## config.mk

```make
export PLATFORM = sky130hd
export DESIGN_NAME = hex_line_framer_with_sum_checksum
export DESIGN_NICKNAME = d
export VERILOG_FILES = /design/src/rtl/core/hlf_pkg.sv /design/src/rtl/core/hex_line_framer_with_sum_checksum.sv /design/src/rtl/core/hlf_encoder.sv /design/src/rtl/core/hlf_serializer.sv
export SDC_FILE = /design/constraint.sdc
export NUM_CORES = 1
export LEC_CHECK = 0
export ABC_CLOCK_PERIOD_IN_PS = 4100
export BUFFER_PORTS_ARGS = -buffer_cell sky130_fd_sc_hd__buf_2
export CORE_MARGIN = 4
export CORE_UTILIZATION = 40
export DETAILED_ROUTE_END_ITERATION = 7
export PLACE_DENSITY = 0.58
export SYNTH_ARGS = -nofsm -noshare
export SYNTH_HDL_FRONTEND = slang
export SYNTH_SLANG_ARGS = --single-unit
export TNS_END_PERCENT = 5
```

## constraint.sdc

```tcl
create_clock -name clock -period 4.1 [get_ports clock]
set_input_delay 0.205 -clock clock [delete_from_list [all_inputs] [get_ports clock]]
set_output_delay 0.205 -clock clock [all_outputs]
set_load 0.005 [all_outputs]
```

## src/rtl/core/hlf_pkg.sv

```systemverilog
// hlf_pkg: shared types, character constants and the hex digit function
// for the hex line framer; no dependencies
`timescale 1ns / 1ps

package hlf_pkg;

   localparam int unsigned SLOT_CHARS = 8;
   localparam int unsigned IDX_W      = 3;

   localparam logic [7:0] CH_SEP     = 8'h2D;  // '-'
   localparam logic [7:0] CH_LF      = 8'h0A;
   localparam logic [7:0] CH_ZERO    = 8'h30;  // '0'
   localparam logic [7:0] CH_UPPER_A = 8'h41;  // 'A'
   localparam logic [3:0] NIB_TEN    = 4'hA;

   // input item kinds carried on the request user bit
   typedef enum logic {
      ACT_BEGIN = 1'b0,
      ACT_DATA  = 1'b1
   } action_type;

   // all characters one input item produces, ready for the serializer
   typedef struct packed {
      logic [SLOT_CHARS-1:0][7:0] chars;
      logic [IDX_W-1:0]           last_idx;
      logic                       closes;
      logic                       valid;
   } slot_type;

   function automatic logic [7:0] hex_char(input logic [3:0] nib);
      logic [7:0] wide;
      wide = {4'h0, nib};
      if (nib < NIB_TEN) begin
         hex_char = wide + CH_ZERO;
      end else begin
         hex_char = wide - {4'h0, NIB_TEN} + CH_UPPER_A;
      end
   endfunction

endpackage

```

## src/rtl/core/hex_line_framer_with_sum_checksum.sv

```systemverilog
// hex_line_framer_with_sum_checksum: top level of the hex line framer
// depends on hlf_pkg, hlf_encoder and hlf_serializer
//
// usage:
//   req channel: one transfer per item; req_tuser is the action (0 begins
//   a block, 1 carries a data byte), req_tdata holds the value and, on a
//   begin, the block length
//   rsp channel: one transfer per output character; rsp_tlast marks the
//   last character of an input item, rsp_tuser marks the closing line feed
//   a begin gives start byte, length in hex and '-' (length 0 also closes
//   the line as below); each data byte gives two hex characters, plus '-'
//   after every GROUP_BYTES bytes; the last byte closes the line with '-',
//   the 8-bit sum in hex and a line feed; data outside a block gives none
// timing:
//   characters pass through the holding slot, then the output register
//   one character per cycle while rsp is not stalled; a data item gives 2, 3
//   or 6 characters and a begin item 4 or 8; the next item is taken in the
//   cycle its predecessor's last character moves into the output register
//   the single output character register sets the rate
// reset: synchronous, clears the open block, the sum and both valid flags
// stall: while rsp_tready is low the character register holds, one item's
//   characters wait in the holding slot and req_tready drops once it fills
`timescale 1ns / 1ps

module hex_line_framer_with_sum_checksum #(
   parameter int unsigned GROUP_BYTES = 4
) (
   input  logic        clock,
   input  logic        reset,

   input  logic        req_tvalid,
   output logic        req_tready,
   input  logic [15:0] req_tdata,   // [7:0] value, [15:8] block_length
   input  logic        req_tuser,   // [0] action

   output logic        rsp_tvalid,
   input  logic        rsp_tready,
   output logic [7:0]  rsp_tdata,   // [7:0] character
   output logic        rsp_tlast,   // run_last
   output logic        rsp_tuser    // [0] line_done
);

   hlf_pkg::slot_type slot;
   logic              accept;
   logic              free;

   // an item is taken whenever the holding slot is empty or empties now
   assign req_tready = free;
   assign accept     = req_tvalid && free;

   // frame state and per-item character build
   hlf_encoder #(
      .GROUP_BYTES (GROUP_BYTES)
   ) u_encoder (
      .clock        (clock),
      .reset        (reset),
      .accept       (accept),
      .action       (req_tuser),
      .value        (req_tdata[7:0]),
      .block_length (req_tdata[15:8]),
      .slot         (slot)
   );

   // holding slot and output character register
   hlf_serializer u_serializer (
      .clock     (clock),
      .reset     (reset),
      .load      (accept),
      .slot_in   (slot),
      .free      (free),
      .out_valid (rsp_tvalid),
      .out_ready (rsp_tready),
      .out_char  (rsp_tdata),
      .out_last  (rsp_tlast),
      .out_done  (rsp_tuser)
   );

endmodule

```

## src/rtl/core/hlf_encoder.sv

```systemverilog
// hlf_encoder: frame state (open block, byte count, group position, sum)
// and the character set each accepted item produces; uses hlf_pkg
`timescale 1ns / 1ps

module hlf_encoder #(
   parameter int unsigned GROUP_BYTES = 4
) (
   input  logic             clock,
   input  logic             reset,
   input  logic             accept,
   input  logic             action,
   input  logic [7:0]       value,
   input  logic [7:0]       block_length,
   output hlf_pkg::slot_type slot
);

   localparam int unsigned GW = (GROUP_BYTES > 1) ? $clog2(GROUP_BYTES) : 1;
   localparam logic [GW-1:0] GROUP_END = GW'(GROUP_BYTES - 1);

   logic          active_ff,      active_in;
   logic [7:0]    byte_count_ff,  byte_count_in;
   logic [7:0]    length_held_ff, length_held_in;
   logic [7:0]    running_sum_ff, running_sum_in;
   logic [GW-1:0] group_ff,       group_in;

   logic [7:0] seed_sum;
   logic [7:0] data_sum;
   logic [7:0] count_next;
   logic       data_close;
   logic       group_wrap;

   assign seed_sum   = value + block_length;
   assign data_sum   = running_sum_ff + value;
   assign count_next = byte_count_ff + 8'd1;
   assign data_close = (count_next >= length_held_ff);
   assign group_wrap = (group_ff == GROUP_END);

   always_comb begin
      active_in      = active_ff;
      byte_count_in  = byte_count_ff;
      length_held_in = length_held_ff;
      running_sum_in = running_sum_ff;
      group_in       = group_ff;

      slot.chars    = '0;
      slot.last_idx = '0;
      slot.closes   = 1'b0;
      slot.valid    = 1'b0;

      if (hlf_pkg::action_type'(action) == hlf_pkg::ACT_BEGIN) begin
         active_in      = (block_length != 8'd0);
         byte_count_in  = 8'd0;
         length_held_in = block_length;
         running_sum_in = seed_sum;
         group_in       = '0;
         slot.valid     = 1'b1;
         slot.chars[0]  = value;
         slot.chars[1]  = hlf_pkg::hex_char(block_length[7:4]);
         slot.chars[2]  = hlf_pkg::hex_char(block_length[3:0]);
         slot.chars[3]  = hlf_pkg::CH_SEP;
         slot.chars[4]  = hlf_pkg::CH_SEP;
         slot.chars[5]  = hlf_pkg::hex_char(seed_sum[7:4]);
         slot.chars[6]  = hlf_pkg::hex_char(seed_sum[3:0]);
         slot.chars[7]  = hlf_pkg::CH_LF;
         // empty block closes the line right away
         if (block_length == 8'd0) begin
            slot.last_idx = 3'd7;
            slot.closes   = 1'b1;
         end else begin
            slot.last_idx = 3'd3;
         end
      end else if (active_ff) begin
         byte_count_in  = count_next;
         running_sum_in = data_sum;
         group_in       = group_wrap ? '0 : group_ff + GW'(1);
         slot.valid     = 1'b1;
         slot.chars[0]  = hlf_pkg::hex_char(value[7:4]);
         slot.chars[1]  = hlf_pkg::hex_char(value[3:0]);
         slot.chars[2]  = hlf_pkg::CH_SEP;
         slot.chars[3]  = hlf_pkg::hex_char(data_sum[7:4]);
         slot.chars[4]  = hlf_pkg::hex_char(data_sum[3:0]);
         slot.chars[5]  = hlf_pkg::CH_LF;
         if (data_close) begin
            active_in     = 1'b0;
            slot.last_idx = 3'd5;
            slot.closes   = 1'b1;
         end else if (group_wrap) begin
            slot.last_idx = 3'd2;
         end else begin
            slot.last_idx = 3'd1;
         end
      end
   end

   always_ff @(posedge clock) begin
      if (reset) begin
         active_ff      <= 1'b0;
         byte_count_ff  <= 8'd0;
         length_held_ff <= 8'd0;
         running_sum_ff <= 8'd0;
         group_ff       <= '0;
      end else if (accept) begin
         active_ff      <= active_in;
         byte_count_ff  <= byte_count_in;
         length_held_ff <= length_held_in;
         running_sum_ff <= running_sum_in;
         group_ff       <= group_in;
      end
   end

endmodule

```

## src/rtl/core/hlf_serializer.sv

```systemverilog
// hlf_serializer: holds one item's characters and sends them one per
// cycle unless stalled, via a registered output stage; uses hlf_pkg
`timescale 1ns / 1ps

module hlf_serializer (
   input  logic              clock,
   input  logic              reset,
   input  logic              load,
   input  hlf_pkg::slot_type slot_in,
   output logic              free,
   output logic              out_valid,
   input  logic              out_ready,
   output logic [7:0]        out_char,
   output logic              out_last,
   output logic              out_done
);

   hlf_pkg::slot_type           slot_ff;
   logic                        slot_valid_ff, slot_valid_in;
   logic [hlf_pkg::IDX_W-1:0]   idx_ff,        idx_in;
   logic                        out_valid_ff,  out_valid_in;
   logic [7:0]                  out_char_ff;
   logic                        out_last_ff;
   logic                        out_done_ff;

   logic step;
   logic at_last;

   assign at_last = (idx_ff == slot_ff.last_idx);
   assign step    = slot_valid_ff && (!out_valid_ff || out_ready);
   assign free    = !slot_valid_ff || (step && at_last);

   always_comb begin
      slot_valid_in = slot_valid_ff;
      idx_in        = idx_ff;
      out_valid_in  = out_valid_ff && !out_ready;
      if (step) begin
         out_valid_in = 1'b1;
         idx_in       = at_last ? '0 : idx_ff + 3'd1;
         if (at_last) begin
            slot_valid_in = 1'b0;
         end
      end
      if (load && slot_in.valid) begin
         slot_valid_in = 1'b1;
      end
   end

   always_ff @(posedge clock) begin
      if (reset) begin
         slot_valid_ff <= 1'b0;
         idx_ff        <= '0;
         out_valid_ff  <= 1'b0;
      end else begin
         slot_valid_ff <= slot_valid_in;
         idx_ff        <= idx_in;
         out_valid_ff  <= out_valid_in;
      end
   end

   always_ff @(posedge clock) begin
      if (load) begin
         slot_ff <= slot_in;
      end
      if (step) begin
         out_char_ff <= slot_ff.chars[idx_ff];
         out_last_ff <= at_last;
         out_done_ff <= at_last && slot_ff.closes;
      end
   end

   assign out_valid = out_valid_ff;
   assign out_char  = out_char_ff;
   assign out_last  = out_last_ff;
   assign out_done  = out_done_ff;

endmodule
```

Yosys cells after proc, flatten, opt, wreduce, memory -nomap -nowiden
Cells that the tools add are included.
{ "totals": {"latch_bits": 0, "out_inout_bits": 12, "rom_bits": 0, "reg_bits": 110, "mem_count": 0, "mem_bits_rw": 0, "inputBits": 21} }
{ "classes": {"addsub": 29, "bitwise": 1, "order_cmp": 10, "div_mod_pow": 0, "reduce_logical": 19, "muxes": 33, "eq_ne": 3, "mul": 0, "shift": 0} }
{ "op_table": {"columns": ["operator", "n"], "rows": [
  ["$mux 8", 13],
  ["$add 8x7->8 const B", 8],
  ["$add 4x6->7 const B", 8],
  ["$mux 53", 1],
  ["$mux 49", 1],
  ["$sub 4x4->5 const B", 8],
  ["$lt 4x4->1 const B", 8],
  ["$bmux 8 s3", 1],
  ["$add 8x8->8", 2],
  ["$mux 12", 1],
  ["$mux 1", 9],
  ["$mux 3", 3],
  ["$add 8x1->8 const B", 1],
  ["$ge 8x8->1", 1],
  ["$logic_not 8->1", 1],
  ["$mux 2", 4],
  ["$reduce_and 2->1", 4],
  ["$reduce_bool 8->1", 1],
  ["$logic_and 1x1->1", 6],
  ["$lt 3x4->1 const B", 1],
  ["$reduce_bool 2->1", 2],
  ["$add 3x1->3 const B", 1],
  ["$eq 3x3->1", 1],
  ["$logic_not 1->1", 3],
  ["other kinds (5)", 6]
]} }

Depth between registers and ports, before layout
Gate-level depths: netlist of the first run.
{ "depth": {"ltp_word": 9, "mapped_depth": 13, "depth_no_buf": 12} }

Modules after synthesis
Synthesis of the first run repeated with hierarchy kept, for this count alone.
{ "hier_totals": {"cells_unflattened": 650, "area_unflattened_um2": 6929.1} }
{ "modules_own_cells": {"columns": ["module", "cells_per_inst", "instances", "area_per_inst_um2"], "rows": [
  ["hlf_encoder", 512, 1, 3779.9],
  ["hlf_serializer", 137, 1, 3143.0],
  ["hex_line_framer_with_sum_checksum", 1, 1, 6.3]
]} }

Worst setup path after synthesis of the first run
Ideal clock, no wire load.
{ "synth_path": {"path_kind": "reg-to-reg", "from": "register u_encoder.running_sum_ff[0]", "to": "register u_serializer.slot_ff[33] (netlist name) (data pin)", "arrival_time_ns": 2.597, "stages_incl_launch_ff": 11, "t_required_ns": 3.846, "path_buffers": 0, "slack_ns": 1.248, "cell_sequence": "dfxtp_1 -> ha_1 -> fa_1 -> a211oi_1 -> nor4_1 -> a2111oi_4 -> nand2_1 -> ha_1 -> nand4_1 -> a21boi_0 -> o21a_1"} }
{ "synth_via": {"elab_chain_len": 4, "elab_cells_between_ends": 6, "classes_between": "add/sub (4); order compare (1); mux (1)"} }
{ "synth_lines": {"columns": ["item", "line", "text"], "rows": [
  ["from (decl)", "hlf_encoder.sv:23", "logic [7:0] running_sum_ff, running_sum_in;"],
  ["from (signal assigned)", "hlf_encoder.sv:106", "running_sum_ff <= running_sum_in;"],
  ["$add 8x8->8 *", "hlf_encoder.sv:33", "assign data_sum = running_sum_ff + value;"],
  ["$sub 4x4->5", "hlf_pkg.sv:36", "hex_char = wide - {4'h0, NIB_TEN} + CH_UPPER_A;"],
  ["$add 8x7->8", "hlf_pkg.sv:36", null],
  ["$mux 8 *", "hlf_pkg.sv:33", "if (nib < NIB_TEN) begin"],
  ["to (signal assigned)", "hlf_serializer.sv:63", "slot_ff <= slot_in;"],
  ["to (decl)", "hlf_serializer.sv:18", "hlf_pkg::slot_type slot_ff;"]
]} }
Mark *: on every way between the ends. The rest lies on a longest branch, timed or not.
A chain may end at the register's enable or synchronous reset.

Worst setup path in the final report of the first run
{ "layout_path": {"from": "register u_encoder.running_sum_ff[0]", "to": "register u_serializer.slot_ff[35] (netlist name) (data pin)"} }
Same word-level chain as after synthesis.

==> impl_metrics.tcl, run 1 <==
set metrics [dict create \
    design_area_um2 6932 \
    num_rows 45 \
    post-cts-setup-buffers 0 \
    detail-route-antenna-nets 0 \
    rsz0062_at_grt "no" \
    finalSetupViolations 0 \
    cp_max_fo 5 \
    syn-num-nets 726 \
    powerDensity_nw_per_um2 397.1 \
    vias 4780 \
    start_util_pct 41.04 \
    p_sw_mw 0.8820 \
    dpl_cell_area_um2 6643 \
    grt_pass1_wl_um 23900 \
    drc 0 \
    fin_cells 883 \
    outcome "completed" \
    r2r_slack_ns 0.99 \
    yosys_warnings 0 \
    p_comb_share_pct 27.8 \
    slew_viol_final 0 \
    coreArea_um2 15310 \
    crit_required_ns 4.17 \
    power_mw 2.753 \
    drv_cap 0 \
    die_x_um 133.3 \
    syn_area_per_cell_um2 9.729 \
    synth.distinct_cells 60 \
    syn_area_um2 6285 \
    relSlewSlack_pct 36.83 \
    hpwlAfterDp_um 11400 \
    grt_max_degree 47 \
    post-route-min-period_ns 3.114 \
    switching_share_pct 32.04 \
    drtIter0Drc 355 \
    finalHoldViolations 0 \
    gp_congestion 0.8925 \
    ys.flop_type "edfxtp_1" \
    first_global_vias 4501 \
    worstMarginPinSlew_ns 0.9441 \
    clk_pin_slew_ns 0.07 \
    critPathKind "flip-flop to flip-flop" \
    track_usage_pct 17.23 \
    via_per_inst 5.413 \
    dp_slack_ns 0.8721 \
    synth_cells 646 \
    first_pass_iters 5 \
    cts_tree "built" \
    startpoint_type "flip-flop" \
    end_kind "flip-flop" \
    hold_path_class "input port to flip-flop" \
    clock-sinks 96 \
    cts.htree.levels 3 \
    numCtsBuffers 9 \
    p_leak_nw 2.740 \
    peakVddDrop_uv 210.4 \
    arrival_ns 3.19 \
    synth_enable_flop_cells 64 \
    totalWireLength_um 15070 \
    fin_setup_tns_ns 0 \
    yosys_register_bits 96 \
    clkLatencyLatePin_ns 0.35 \
    ctsHoldBuffers 0 \
    intPower_mw 1.871 \
    finalCoreUtilization_pct 45.26 \
    whs_ns 0.1806 \
    drive_gt1_share_pct 11.76 \
    yosysSeqAreaShare_pct 40.77 \
    p_seq_share_pct 42.5 \
    io_buffers 32 \
    ios 33 \
    setup_slack_ns 0.9860 \
    timing.final.crit_share_pct 75.95 \
    wl_per_cell_um 17.07 \
    cts-resized-gates 0 \
    diodes 0 \
    grt_overflow 0 \
    areaGrowthSynthToFinish_pct 10.29 \
    antenna_found_initial 0 \
    clk_path_buf_depth 2 \
    cts-root-buf "clkbuf_16" \
    nets 747 \
    chipHeight_um 133.3 \
    dieArea_um2 17780 \
    skew_ns 0.01243 \
    placed_cells 867 \
    clkPwrFrac_pct 29.7 \
    clock.fmax_mhz 321.1 \
    async_reset_ff_share_pct 0 \
]
==> state kept, by name (all words and copies together) (netlist names) <==
register	cells
u_serializer.slot_valid_ff	1
u_encoder.length_held_ff	8
u_serializer.out_last	1
u_serializer.out_valid	1
u_serializer.out_char	8
u_serializer.idx_ff	3
u_serializer.slot_ff	54
u_encoder.running_sum_ff	8
u_encoder.active_ff	1
u_serializer.out_done	1
u_encoder.group_ff	2
u_encoder.byte_count_ff	8
==> power by group through the flow <==
stage | Clock, mW | Sequential, mW | Combinational [mW]
finish | 0.817 | 1.17 | 0.766
global route | 0.884 | 1.18 | 0.851
CTS | 0.835 | 1.17 | 0.765
detailed placement | 0 | 1.19 | 0.761
global placement | 0 | 1.19 | 0.742
floorplan | 0 | 1.18 | 0.568
==> critical path: stages (launching register included) <==
cell       delay (ns)
dfxtp_1          0.32
ha_1             0.23
fa_1             0.46
a211oi_1         0.32
nor4_1           0.13
a2111oi_4        0.42
nand2_1          0.16
ha_1             0.34
nand4_1          0.10
a21boi_0         0.29
nor3_1           0.08
==> area by class of cell <==
| type | instances | area [um^2] |
|---|---|---|
| Sequential cell | 96 | 2562 |
| Inverter | 41 | 153.9 |
| Clock buffer | 9 | 225.2 |
| Clock inverter | 7 | 63.81 |
| Fill cell | 1495 | 8383 |
| Tap cell | 211 | 264.0 |
| Multi-Input combinational cell | 477 | 3427 |
| Timing Repair Buffer | 42 | 235.2 |
==> metal layers <==
metal / GRT usage (%) / vias up / wire length, um
met5: 0 / - / 0
met4: 7.257 / 0 / 437
met3: 2.115 / 28 / 596
met2: 26.58 / 130 / 6772
met1: 24.55 / 2253 / 7266
li1: - / 2369 / -
==> cells in the mapped netlist (all sizes together) (13+ instances only) <==
library cell	n	area share, %
ha	57	11
dfxtp	32	10
a211oi	13	1.6
mux2i	17	2.7
xor2	21	2.9
nor2	76	4.5
a21oi	55	4.4
inv	41	2.4
edfxtp	64	31
xnor2	27	4.0
clkbuf	24	1.4
nand2	42	2.5
nand3	16	1.3
o21ai	40	3.2
==> path summary, 6_finish.rpt <==
kind	start	to	depth (start not counted)
min reg2reg	u_encoder.running_sum_ff[6]	u_encoder.running_sum_ff[6]	2
max	u_encoder.running_sum_ff[0]	u_serializer.slot_ff[35]	10
min	rsp_tready	u_serializer.out_valid	3
max reg2reg	u_encoder.running_sum_ff[0]	u_serializer.slot_ff[35]	10
==> kinds of logic (layout without fill, tap and decap cells) <==
group / after synthesis / count (layout) / share of synthesized area [%]
and+or+nand+nor: 184 / 184 / 13.82
buffers and inverters: 73 / 99 / 4.698
adders and majority gates: 59 / 59 / 11.98
DFF: 96 / 96 / 40.77
xor gates and xnor gates: 48 / 48 / 6.928
AOI/OAI and AO/OA: 158 / 158 / 15.51
muxes: 28 / 28 / 6.291
==> cells in the final DEF (no fill, tap or decap), types with 7 or more instances in the layout <==
| master | instances |
|---|---|
| a211oi_1 | 13 |
| a21oi_1 | 55 |
| buf_2 | 32 |
| buf_4 | 10 |
| clkbuf_16 | 9 |
| dfxtp_1 | 32 |
| edfxtp_1 | 64 |
| ha_1 | 57 |
| inv_1 | 40 |
| mux2i_1 | 17 |
| mux4_2 | 9 |
| nand2_1 | 41 |
| nand3_1 | 16 |
| nand3b_1 | 12 |
| nor2_1 | 76 |
| nor3_1 | 7 |
| o21ai_0 | 40 |
| o22ai_1 | 8 |
| xnor2_1 | 25 |
| xor2_1 | 21 |
Note: power is estimated with default switching activity, not from simulation.
==> run 2: changes to the inputs <==
ABC_CLOCK_PERIOD_IN_PS = 3150   (was 4100)
clock period = 3.15 ns   (was 4.1 ns; I/O delays follow)
==> impl_metrics.tcl, run 2 (synthesis results as in run 1) <==
set metrics [dict create \
    outcome "completed" \
    totalWireLength_um 15100 \
    nets 755 \
    cts.htree.levels 3 \
    p_sw_mw 1.105 \
    startpoint_type "flip-flop" \
    largest_register "u_serializer.slot_ff" \
    crit_required_ns 3.25 \
    cts-root-buf "clkbuf_16" \
    first_global_vias 4536 \
    grt_pass1_wl_um 24140 \
    fill_cells 1491 \
    slew_viol_final 0 \
    num_rows 45 \
    ios 33 \
    met3_usage_pct 3.323 \
    mostFrequentLayoutCells "76 x nor2_1, 64 x edfxtp_1, 57 x ha_1" \
    hold_path_class "input port to flip-flop" \
    end_kind "flip-flop" \
    clk_pin_slew_ns 0.07 \
    grt_overflow 0 \
    skew_ns 0.01351 \
    timing.final.crit_share_pct 95.00 \
    critPathMaxStageDelay_ns 0.46 \
    numCtsBuffers 9 \
    grt_busiest_layer "met2" \
    whs_ns 0.1414 \
    coreArea_um2 15310 \
    via_per_inst 5.458 \
    cts_tree "built" \
    largest_register_ff_count 54 \
    worstReg2RegStart "u_encoder.running_sum_ff[0]" \
    diodes 0 \
    cpMostUsedCell "ha_1" \
    path_delay_family "compound AO/OA/AOI/OAI gates" \
    track_usage_pct 17.32 \
    peakVddDrop_uv 285.1 \
    areaGrowthSynthToFinish_pct 11.11 \
    dieArea_um2 17780 \
    wl_per_cell_um 16.94 \
    start_util_pct 41.04 \
    p_seq_share_pct 43.1 \
    first_pass_iters 5 \
    io_buffers 32 \
    finalHoldViolations 0 \
    relSlewSlack_pct 51.71 \
    layout_commonest_cell "nor2_1" \
    vias 4863 \
    post-route-min-period_ns 2.993 \
    chipHeight_um 133.3 \
    worstMarginPinSlew_ns 0.7243 \
    met2_usage_pct 26.75 \
    p_comb_share_pct 28.7 \
    finalSetupViolations 0 \
    fin_setup_tns_ns 0 \
    drive_gt1_share_pct 12.35 \
    clock.fmax_mhz 334.2 \
    clkLatencyLatePin_ns 0.35 \
    grt_max_degree 47 \
    intPower_mw 2.436 \
    rsz0062_at_grt "no" \
    hp-start "rsp_tready" \
    path_cells "ha_1 > fa_1 > a211oi_1 > nor4_1 > a2111oi_4 > nand2_1 > ha_1 > nand4_1 > a21boi_1 > o21a_1" \
    clock-sinks 96 \
    ctsHoldBuffers 0 \
    worst-path-buf-inv 0 \
    detail-route-antenna-nets 0 \
    hpwlAfterDp_um 11600 \
    die_x_um 133.3 \
    antenna_found_initial 0 \
    drtIter0Drc 373 \
    switching_share_pct 31.20 \
    powerDensity_nw_per_um2 507.0 \
    grtUsageMet1_pct 24.17 \
    drc 0 \
    crit_slowest_cell "fa_1" \
    clk_path_buf_depth 2 \
    drv_cap 0 \
    startpoint "u_encoder.running_sum_ff[0]" \
    arrival_ns 3.09 \
    post-cts-setup-buffers 0 \
    dpl_cell_area_um2 6715 \
    clkPwrFrac_pct 28.2 \
    cp_max_fo 3 \
    p_leak_nw 2.779 \
    design_area_um2 6983 \
    critPathKind "flip-flop to flip-flop" \
    gp_congestion 0.8817 \
]
[run 2: cell count changes in the layout (fill, tap and decap cells not counted), moves of 2 or more]
cell | before | now
inv_8 | 2 | 0
clkbuf_1 | 0 | 2
buf_4 | 10 | 17
clkinvlp_4 | 2 | 0
[run 2: worst paths after layout]
| kind | depth (start not counted) | slack (ns) | end |
|---|---|---|---|
| max reg2reg | 10 | 0.16 | u_serializer.slot_ff[33] |
| max | 10 | 0.16 | u_serializer.slot_ff[33] |
| min reg2reg | 2 | 0.47 | u_encoder.running_sum_ff[6] |
| min | 3 | 0.14 | u_serializer.out_valid |
[run 2: worst min-delay path, cell delays in order]
cell and delay, ns:
buf_2 0.07, nand2b_1 0.13, a21oi_1 0.08
[run 2: per-layer routing]
| metal | up-vias | part of all wire [%] | wire length (um) |
|---|---|---|---|
| met2 | 139 | 45 | 6827 |
| li1 | 2380 | - | - |
| met1 | 2317 | 47 | 7163 |
| met4 | 0 | 2.8 | 427 |
| met5 | - | 0 | 0 |
| met3 | 27 | 4.5 | 677 |
[run 2: stage by stage]
| step | instances | power, mW | setup WS (ns) | utilization (%) |
|---|---|---|---|---|
| floorplan | 646 | 2.275 | 0.2981 | - |
| global placement | 875 | 2.536 | 0.1868 | 43.85 |
| detailed placement | 875 | 2.561 | 0.1394 | 43.85 |
| CTS | 891 | 3.567 | 0.1722 | 45.60 |
| global route | 891 | 3.763 | 0.01879 | 45.60 |
| finish | 891 | 3.540 | 0.1574 | 45.60 |
[run 2: layout make-up]
type | count | area [um^2] | area share, %
Multi-Input combinational cell | 477 | 3427 | 49.08
Sequential cell | 96 | 2562 | 36.70
Timing Repair Buffer | 50 | 307.8 | 4.408
Tap cell | 211 | 264.0 | 3.781
Clock buffer | 11 | 232.7 | 3.333
Inverter | 41 | 153.9 | 2.204
Clock inverter | 5 | 35.03 | 0.5017
[run 2: power by group through the flow]
stage	Sequential [mW]	Clock [mW]	Combinational, mW
after floorplan	1.53	0	0.740
after global placement	1.55	0	0.986
after detailed placement	1.55	0	1.01
after CTS	1.53	1.03	1.01
after global routing	1.53	1.09	1.14
final	1.52	0.999	1.02
[run 2: what timing repair did]
action	CTS	global route
gates resized for setup	0	1
setup endpoints to repair	0	2
hold endpoints to repair	0	0
